**src/tbmmm_pkg.sv**
```systemverilog
`default_nettype none
// ----------------------------------------------------------------------------
// tbmmm_pkg
// shared types and constants of the time-bin min/mean/max decimator
// ----------------------------------------------------------------------------
package tbmmm_pkg;

	localparam int unsigned StampWidth = 32;
	localparam int unsigned ValueWidth = 16;
	localparam int unsigned CountWidth = 16;
	localparam int unsigned SumWidth   = 32;

	// input transaction: stamp, value
	localparam int unsigned InDataWidth  = 48;
	// output transaction: mid stamp, minimum, average, maximum, samples
	localparam int unsigned OutDataWidth = 96;

	typedef logic [StampWidth-1:0]        stamp_t;
	typedef logic signed [ValueWidth-1:0] value_t;
	typedef logic [CountWidth-1:0]        count_t;
	typedef logic signed [SumWidth-1:0]   sum_t;

	localparam count_t MAX_BIN_SAMPLES  = 16'hFFFF;
	localparam stamp_t BIN_LENGTH_RESET = 32'd1000;
	localparam value_t VALUE_MAX        = 16'sh7FFF;
	localparam value_t VALUE_MIN        = -16'sh8000;

	// sequencer states
	localparam logic [1:0] ST_IDLE = 2'd0;
	localparam logic [1:0] ST_EVAL = 2'd1;
	localparam logic [1:0] ST_DIV  = 2'd2;
	localparam logic [1:0] ST_EMIT = 2'd3;

endpackage
`default_nettype wire

```
**src/time_bin_min_mean_max_unit.sv**
```systemverilog
`default_nettype none
// ----------------------------------------------------------------------------
// time_bin_min_mean_max_unit
// decimates timestamped samples into fixed-length bins of min, mean and max
// ----------------------------------------------------------------------------
// Each sample transaction is taken in, then checked against the open bin
// in the cycle after. A sample that does not close a bin is folded into the
// running minimum, maximum, sum and count, and the unit is ready again once
// the evaluate state returns to idle. A sample whose elapsed time from the bin
// start is strictly greater than bin_length closes the bin: the bin's figures
// are set aside, the sample opens the next bin, and a restoring divider works
// out sum / count one quotient bit per cycle, so such a sample occupies the
// unit through accept, evaluate, 32 divide steps and emit, and emit waits as
// long as the previous record still sits in the output register. The record
// sits in an output register, so the next sample is taken while it waits to
// be read. bin_length is written through the cfg channel, which is always
// ready and is meant to be written only while the unit is idle.
module time_bin_min_mean_max_unit (
	input  wire logic                                 clk,
	input  wire logic                                 arst_n,
	// configuration write channel
	input  wire logic                                 cfg_valid,
	output logic                                      cfg_ready,
	input  wire logic [tbmmm_pkg::StampWidth-1:0]     cfg_data,     // bin_length
	// sample stream
	input  wire logic                                 s_tvalid,
	output logic                                      s_tready,
	// s_tdata: sample_stamp[31:0], sample_value[47:32]
	input  wire logic [tbmmm_pkg::InDataWidth-1:0]    s_tdata,
	// record stream
	output logic                                      m_tvalid,
	input  wire logic                                 m_tready,
	// m_tdata: bin_mid_stamp[31:0], bin_minimum[47:32], bin_average[63:48],
	// bin_maximum[79:64], bin_samples[95:80]
	output logic [tbmmm_pkg::OutDataWidth-1:0]        m_tdata
);

	// control
	logic [1:0]                 state_q;
	logic [4:0]                 step_q;
	logic                       bin_open_q;
	logic                       m_tvalid_q;

	// configuration
	tbmmm_pkg::stamp_t          bin_length_q;

	// captured sample
	tbmmm_pkg::stamp_t          stamp_q;
	tbmmm_pkg::value_t          value_q;

	// open bin accumulator
	tbmmm_pkg::stamp_t          start_q;
	tbmmm_pkg::value_t          min_q;
	tbmmm_pkg::value_t          max_q;
	tbmmm_pkg::sum_t            sum_q;
	tbmmm_pkg::count_t          cnt_q;

	// closed bin waiting for its average
	tbmmm_pkg::stamp_t          pend_mid_q;
	tbmmm_pkg::value_t          pend_min_q;
	tbmmm_pkg::value_t          pend_max_q;
	tbmmm_pkg::count_t          pend_cnt_q;

	// divider: magnitude of sum over count, one bit per step
	logic [tbmmm_pkg::CountWidth-1:0] rem_q;
	logic [tbmmm_pkg::SumWidth-1:0]   quo_q;
	tbmmm_pkg::count_t                divisor_q;
	logic                             neg_q;

	logic [tbmmm_pkg::OutDataWidth-1:0] m_tdata_q;

	// evaluation of the captured sample
	tbmmm_pkg::stamp_t          eff_start;
	tbmmm_pkg::stamp_t          elapsed;
	logic                       close_bin;
	tbmmm_pkg::value_t          base_min;
	tbmmm_pkg::value_t          base_max;
	tbmmm_pkg::sum_t            base_sum;
	tbmmm_pkg::count_t          base_cnt;
	tbmmm_pkg::value_t          next_min;
	tbmmm_pkg::value_t          next_max;
	tbmmm_pkg::sum_t            next_sum;
	tbmmm_pkg::count_t          next_cnt;
	logic [tbmmm_pkg::SumWidth-1:0] sum_mag;

	// divider step
	logic [tbmmm_pkg::CountWidth:0]   shifted;
	logic [tbmmm_pkg::CountWidth+1:0] trial;
	logic                             trial_ok;

	// emit
	logic                       out_free;
	tbmmm_pkg::value_t          avg;

	assign cfg_ready = 1'b1;
	assign s_tready  = (state_q == tbmmm_pkg::ST_IDLE);
	assign m_tvalid  = m_tvalid_q;
	assign m_tdata   = m_tdata_q;

	// first sample after reset opens the bin at its own stamp
	assign eff_start = bin_open_q ? start_q : stamp_q;
	assign elapsed   = stamp_q - eff_start;
	assign close_bin = (elapsed > bin_length_q);

	// closing restarts the accumulator before the sample is added
	assign base_min = close_bin ? tbmmm_pkg::VALUE_MAX : min_q;
	assign base_max = close_bin ? tbmmm_pkg::VALUE_MIN : max_q;
	assign base_sum = close_bin ? '0 : sum_q;
	assign base_cnt = close_bin ? '0 : cnt_q;

	always_comb begin
		next_min = (value_q < base_min) ? value_q : base_min;
		next_max = (value_q > base_max) ? value_q : base_max;
		next_sum = base_sum;
		next_cnt = base_cnt;
		// saturated count: only min and max keep moving
		if (base_cnt != tbmmm_pkg::MAX_BIN_SAMPLES) begin
			next_sum = base_sum + tbmmm_pkg::sum_t'(value_q);
			next_cnt = base_cnt + 1'b1;
		end
	end

	assign sum_mag = sum_q[tbmmm_pkg::SumWidth-1] ? (~sum_q + 1'b1) : sum_q;

	// restoring division step
	assign shifted  = {rem_q, quo_q[tbmmm_pkg::SumWidth-1]};
	assign trial    = {1'b0, shifted} - {2'b00, divisor_q};
	assign trial_ok = ~trial[tbmmm_pkg::CountWidth+1];

	// quotient magnitude is at most 32768, so the low bits carry the average
	assign avg = neg_q ? tbmmm_pkg::value_t'(~quo_q[tbmmm_pkg::ValueWidth-1:0] + 1'b1)
	                   : tbmmm_pkg::value_t'(quo_q[tbmmm_pkg::ValueWidth-1:0]);
	assign out_free = !m_tvalid_q || m_tready;

	always_ff @(posedge clk or negedge arst_n) begin
		if (!arst_n) begin
			state_q      <= tbmmm_pkg::ST_IDLE;
			step_q       <= '0;
			bin_open_q   <= 1'b0;
			m_tvalid_q   <= 1'b0;
			bin_length_q <= tbmmm_pkg::BIN_LENGTH_RESET;
			start_q      <= '0;
			min_q        <= tbmmm_pkg::VALUE_MAX;
			max_q        <= tbmmm_pkg::VALUE_MIN;
			sum_q        <= '0;
			cnt_q        <= '0;
		end else begin
			if (cfg_valid) begin
				bin_length_q <= cfg_data;
			end

			// record raised from emit, dropped once taken downstream
			if (state_q == tbmmm_pkg::ST_EMIT && out_free) begin
				m_tvalid_q <= 1'b1;
			end else if (m_tvalid_q && m_tready) begin
				m_tvalid_q <= 1'b0;
			end

			case (state_q)
				tbmmm_pkg::ST_IDLE: begin
					if (s_tvalid) begin
						state_q <= tbmmm_pkg::ST_EVAL;
					end
				end
				tbmmm_pkg::ST_EVAL: begin
					bin_open_q <= 1'b1;
					min_q      <= next_min;
					max_q      <= next_max;
					sum_q      <= next_sum;
					cnt_q      <= next_cnt;
					if (close_bin) begin
						start_q <= stamp_q;
						step_q  <= '0;
						state_q <= tbmmm_pkg::ST_DIV;
					end else begin
						start_q <= eff_start;
						state_q <= tbmmm_pkg::ST_IDLE;
					end
				end
				tbmmm_pkg::ST_DIV: begin
					step_q <= step_q + 1'b1;
					if (step_q == 5'd31) begin
						state_q <= tbmmm_pkg::ST_EMIT;
					end
				end
				tbmmm_pkg::ST_EMIT: begin
					if (out_free) begin
						state_q <= tbmmm_pkg::ST_IDLE;
					end
				end
				default: begin
					state_q <= tbmmm_pkg::ST_IDLE;
				end
			endcase
		end
	end

	// payload registers
	always_ff @(posedge clk) begin
		if (s_tvalid && s_tready) begin
			stamp_q <= s_tdata[tbmmm_pkg::StampWidth-1:0];
			value_q <= tbmmm_pkg::value_t'(s_tdata[tbmmm_pkg::InDataWidth-1:tbmmm_pkg::StampWidth]);
		end

		// set the closed bin aside and load the divider
		if (state_q == tbmmm_pkg::ST_EVAL && close_bin) begin
			pend_mid_q <= start_q + (bin_length_q >> 1);
			pend_min_q <= min_q;
			pend_max_q <= max_q;
			pend_cnt_q <= cnt_q;
			divisor_q  <= cnt_q;
			neg_q      <= sum_q[tbmmm_pkg::SumWidth-1];
			quo_q      <= sum_mag;
			rem_q      <= '0;
		end

		if (state_q == tbmmm_pkg::ST_DIV) begin
			rem_q <= trial_ok ? trial[tbmmm_pkg::CountWidth-1:0]
			                  : shifted[tbmmm_pkg::CountWidth-1:0];
			quo_q <= {quo_q[tbmmm_pkg::SumWidth-2:0], trial_ok};
		end

		if (state_q == tbmmm_pkg::ST_EMIT && out_free) begin
			m_tdata_q <= {pend_cnt_q, pend_max_q, avg, pend_min_q, pend_mid_q};
		end
	end

endmodule
`default_nettype wire
```
**config.mk**
```make
export PLATFORM = sky130hd
export DESIGN_NAME = time_bin_min_mean_max_unit
export DESIGN_NICKNAME = d
export VERILOG_FILES = /design/src/tbmmm_pkg.sv /design/src/time_bin_min_mean_max_unit.sv
export SDC_FILE = /design/constraint.sdc
export NUM_CORES = 1
export LEC_CHECK = 0
export BUFFER_PORTS_ARGS = -buffer_cell sky130_fd_sc_hd__buf_2
export CAP_MARGIN = 10
export CORE_ASPECT_RATIO = 2
export CORE_UTILIZATION = 55
export CTS_CLUSTER_SIZE = 24
export DETAILED_ROUTE_END_ITERATION = 16
export PLACE_DENSITY = 0.87
export RECOVER_POWER = 25
export SYNTH_ARGS = -nofsm -noshare
export SYNTH_HDL_FRONTEND = slang
export SYNTH_SLANG_ARGS = --single-unit
```
**constraint.sdc**
```tcl
create_clock -name clk -period 7.9 [get_ports clk]
set_input_delay 0.395 -clock clk [delete_from_list [all_inputs] [get_ports clk]]
set_output_delay 0.395 -clock clk [all_outputs]
set_load 0.05 [all_outputs]
```
==> summary.md <==
| Metric | Value |
|---|---|
| Post-layout nets | `between 2k and 3k` |
| Req. time, crit path | `8320 ps` |
| First-pass GRT wire length | `89.3 mm` |
| Post-Synth Simple-Gate Area | `11.2%` |
| Compound-Gate Fraction of Synth Area | `between 10% and 20%` |
| Crit path max fanout | `13` |
| Flop and latch count out of synthesis | `around 430` |
| Die W | `146 um` |
| Failing checks | `capacitance limit, slew limit` |
| Starting Density | `55.7%` |
| Cell at the root of the clock tree | `clkbuf_16` |
| Fin crit share | `between 90% and 100%` |
| Largest family of logic cells by synthesized area | `compound AO/OA/AOI/OAI gates` |
| Final wirelength | `57.5 mm` |
| Area share of fa/ha/maj cells after synthesis | `10.1%` |
| Crit path time final | `between 7000 and 8000 ps` |
| Remaining antenna violation count | `0` |
| Dpl cell area | `24800 um^2` |
| DRT Pass-1 Iters | `5` |
| Final instance area | `between 20000 and 30000 um^2` |
| DRC Markers | `0` |
| Core area | `just over 40000 um^2` |
| IO Port Bufs | `182` |
| Post-Syn Area | `around 23000 um^2` |
| Antenna violations before repair | `1` |
| Via count | `16.9k` |
| Seq/Total Area, Yosys | `53.0%` |
| Asr flop ratio synth | `a little over a third` |
| Setup_tns | `0 ps` |
| P_leak | `11.3 nW` |
| Post-synth cell types | `73` |
| Worst-skew pair later-pin latency | `550 ps` |
| Number of global-route vias before repair | `between 15k and 20k` |
| Max Slew Vio Count | `145` |
| Main synth FF type | `edfxtp_1` |
| CTS Buf Count | `39` |
| Post-Synth XOR/XNOR Area | `roughly 5.5%` |
| Slowest CP cell | `dfrtp_4` |
| # setup viols final | `0` |
| Die area | `roughly 42000 um^2` |
| Critical path startpoint category | `flop` |
| Clock transition at path regs | `about 70 ps` |
| Total track usage | `27.1%` |
| Htree depth | `2` |
| Mux share of post-synthesis cell area | `between 3 and 4%` |
| Wire length per cell | `20.2 um` |
| Die height | `290 um` |
| Peak supply drop | `around 0.32 mV` |
| Crit path kind | `flop to flop` |
| Slew Limit Headroom | `-222%` |
| Most common cell after layout, fill and taps aside | `edfxtp_1` |
| Post-Syn Nets | `2271` |
| CP Capture Type | `flop` |
| Placed wire-length estimate | `41.9 mm` |
| Overflow after GRT | `0` |
| Layout Area Growth over Synthesis | `16.9%` |
| Fin Clk Skew | `22.3 ps` |
| Fraction of layout instances using a drive strength above 1 | `18.6%` |
| Fmax | `~130 MHz` |
| Critical path arrival | `between 8000 and 9000 ps` |
| Ports | `about 180` |
| Fin. Hold Viols | `0` |
| Std cell rows | `105` |
| Final Wtd Congestion | `approximately 0.95` |
| Cell mode on critical path | `buf_4` |
| HP Class | `primary input to flop` |
| MaxCap Viol Count | `2` |
| Largest net degree at the start of global routing | `84` |
| CTS tree | `done` |
| RSZ-0062 raised after global routing | `yes` |
| Yosys warning total | `0` |
| Mean Syn Cell Area | `11.4 um^2` |
| Maximum buffer depth of the clock tree | `3` |
| Drt initial violations | `944` |
| Mapped Cells | `approximately 2.0k` |
| Commonest non-fill, non-tap cells in the layout | `273 x edfxtp_1, 210 x nand2_1, 176 x ha_1` |
| CP max stage delay | `~530 ps` |
| Via density | `5.94` |
| Status | `finished, violations left` |
| Pwr dens | `506 nW/um^2` |
| Clock sinks | `approximately 430` |
| Worst-margin pin slew | `~4800 ps` |
| EDFF count, synth | `273` |
Yosys cell counts, types with 9 or more instances:
library cell	n	area [um^2]
edfxtp_1	273	8200
nand2_1	211	792
ha_1	178	2230
o21ai_0	154	771
dfrtp_1	131	3280
a21oi_1	93	465
inv_1	90	338
nor2_1	90	338
xnor2_1	75	657
xor2_1	69	604
a21o_1	57	428
nand3_1	50	250
clkbuf_1	48	180
and2_1	40	250
mux2_2	37	417
mux2i_1	33	330
o31ai_1	30	225
nor3_1	27	135
o21a_1	23	173
dfstp_2	22	578
nand2b_1	20	125
nor2b_1	20	125
a22o_1	16	140
nand4_1	15	93.8
o22a_1	15	131
a211oi_1	14	105
o21bai_1	14	105
and3_1	13	81.3
or3_1	11	68.8
o211ai_1	9	67.6
sequential cells by signal, summed over array words and instances (netlist names), 5 cells and up, named ones only:
name          count
m_tdata          96
bin_length_q     32
pend_mid_q       32
quo_q            32
stamp_q          32
start_q          32
sum_q            32
cnt_q            16
divisor_q        16
max_q            16
min_q            16
pend_max_q       16
pend_min_q       16
rem_q            16
value_q          16
step_q            5
stage by stage:
step	util, %	setup slack [ps]	cells	power, mW	hold WS (ps)
floorplan	-	65.5	2004	8.87	99.4
global placement	60.6	-16.4	2747	10.7	402
detailed placement	60.6	-188	2747	11.0	405
CTS	64.6	28.7	2837	13.2	0.362
global route	65.1	-76.0	2847	14.4	6.75
finish	65.1	243	2847	13.5	10.4
critical path, delay by kind of cell (launching register included):
kind	cells	cell delay (ps)
compound gates	16	2890
simple gates	8	1400
xor+xnor	2	350
flops	1	530
buf+inv	8	1140
fa+ha+maj	4	1210
timing repair:
action | in CTS | in global routing
setup buffers | 5 | 8
hold buffers | 13 | 0
pin swaps | 4 | 27
hold endpoints to repair | 89 | 0
setup endpoints to repair | 2 | 74
gates resized for setup | 14 | 29
power by group:
group	total, mW	switching, mW	internal (mW)
clock network	2.05	0.857	1.20
registers	3.93	0.566	3.36
logic	7.48	4.29	3.19
metal layers:
layer / vias up / wire length (um) / track usage [%]
met5: - / 0 / 0
met4: 0 / 3960 / 18.6
met3: 226 / 2170 / 2.73
met2: 604 / 31700 / 53.0
met1: 8152 / 19600 / 26.7
li1: 7920 / - / -
cells by family (layout without fill, tap and decap cells):
| logic type | count (synthesis) | after routing |
|---|---|---|
| xor+xnor | 144 | 144 |
| buf+inv | 146 | 453 |
| fa+ha+maj | 182 | 182 |
| other cells | 1 | 2 |
| flops | 426 | 426 |
| compound gates | 501 | 501 |
| simple gates | 534 | 534 |
| mux | 70 | 70 |
area by class of cell:
| cell class | instances | area, um^2 |
|---|---|---|
| Multi-Input combinational cell | 1432 | 10300 |
| Antenna cell | 1 | 2.50 |
| Inverter | 90 | 339 |
| Sequential cell | 426 | 12100 |
| Tap cell | 535 | 669 |
| Clock buffer | 51 | 1060 |
| Timing Repair Buffer | 291 | 1820 |
| Clock inverter | 21 | 320 |
| Fill cell | 2985 | 14300 |
final timing paths:
path / start / end / slack, ps / cells past startpoint
setup / recovery: bin_open_q$_DFFE_PN0N_ / sum_q[31]$_DFFE_PN0N_ / 240 / 38
hold / removal: s_tdata[19] / stamp_q[19]$_DFFE_PP_ / 10 / 1
setup reg to reg: bin_open_q$_DFFE_PN0N_ / sum_q[31]$_DFFE_PN0N_ / 240 / 38
hold reg to reg: pend_max_q[1]$_DFFE_PP_ / m_tdata[65]$_DFFE_PP_ / 420 / 0
max in group asynchronous: arst_n / bin_open_q$_DFFE_PN0N_ / 2760 / 3
min in group asynchronous: arst_n / m_tvalid$_DFFE_PN0P_ / 2140 / 2
No activity file was read; power rests on OpenSTA's default activity.
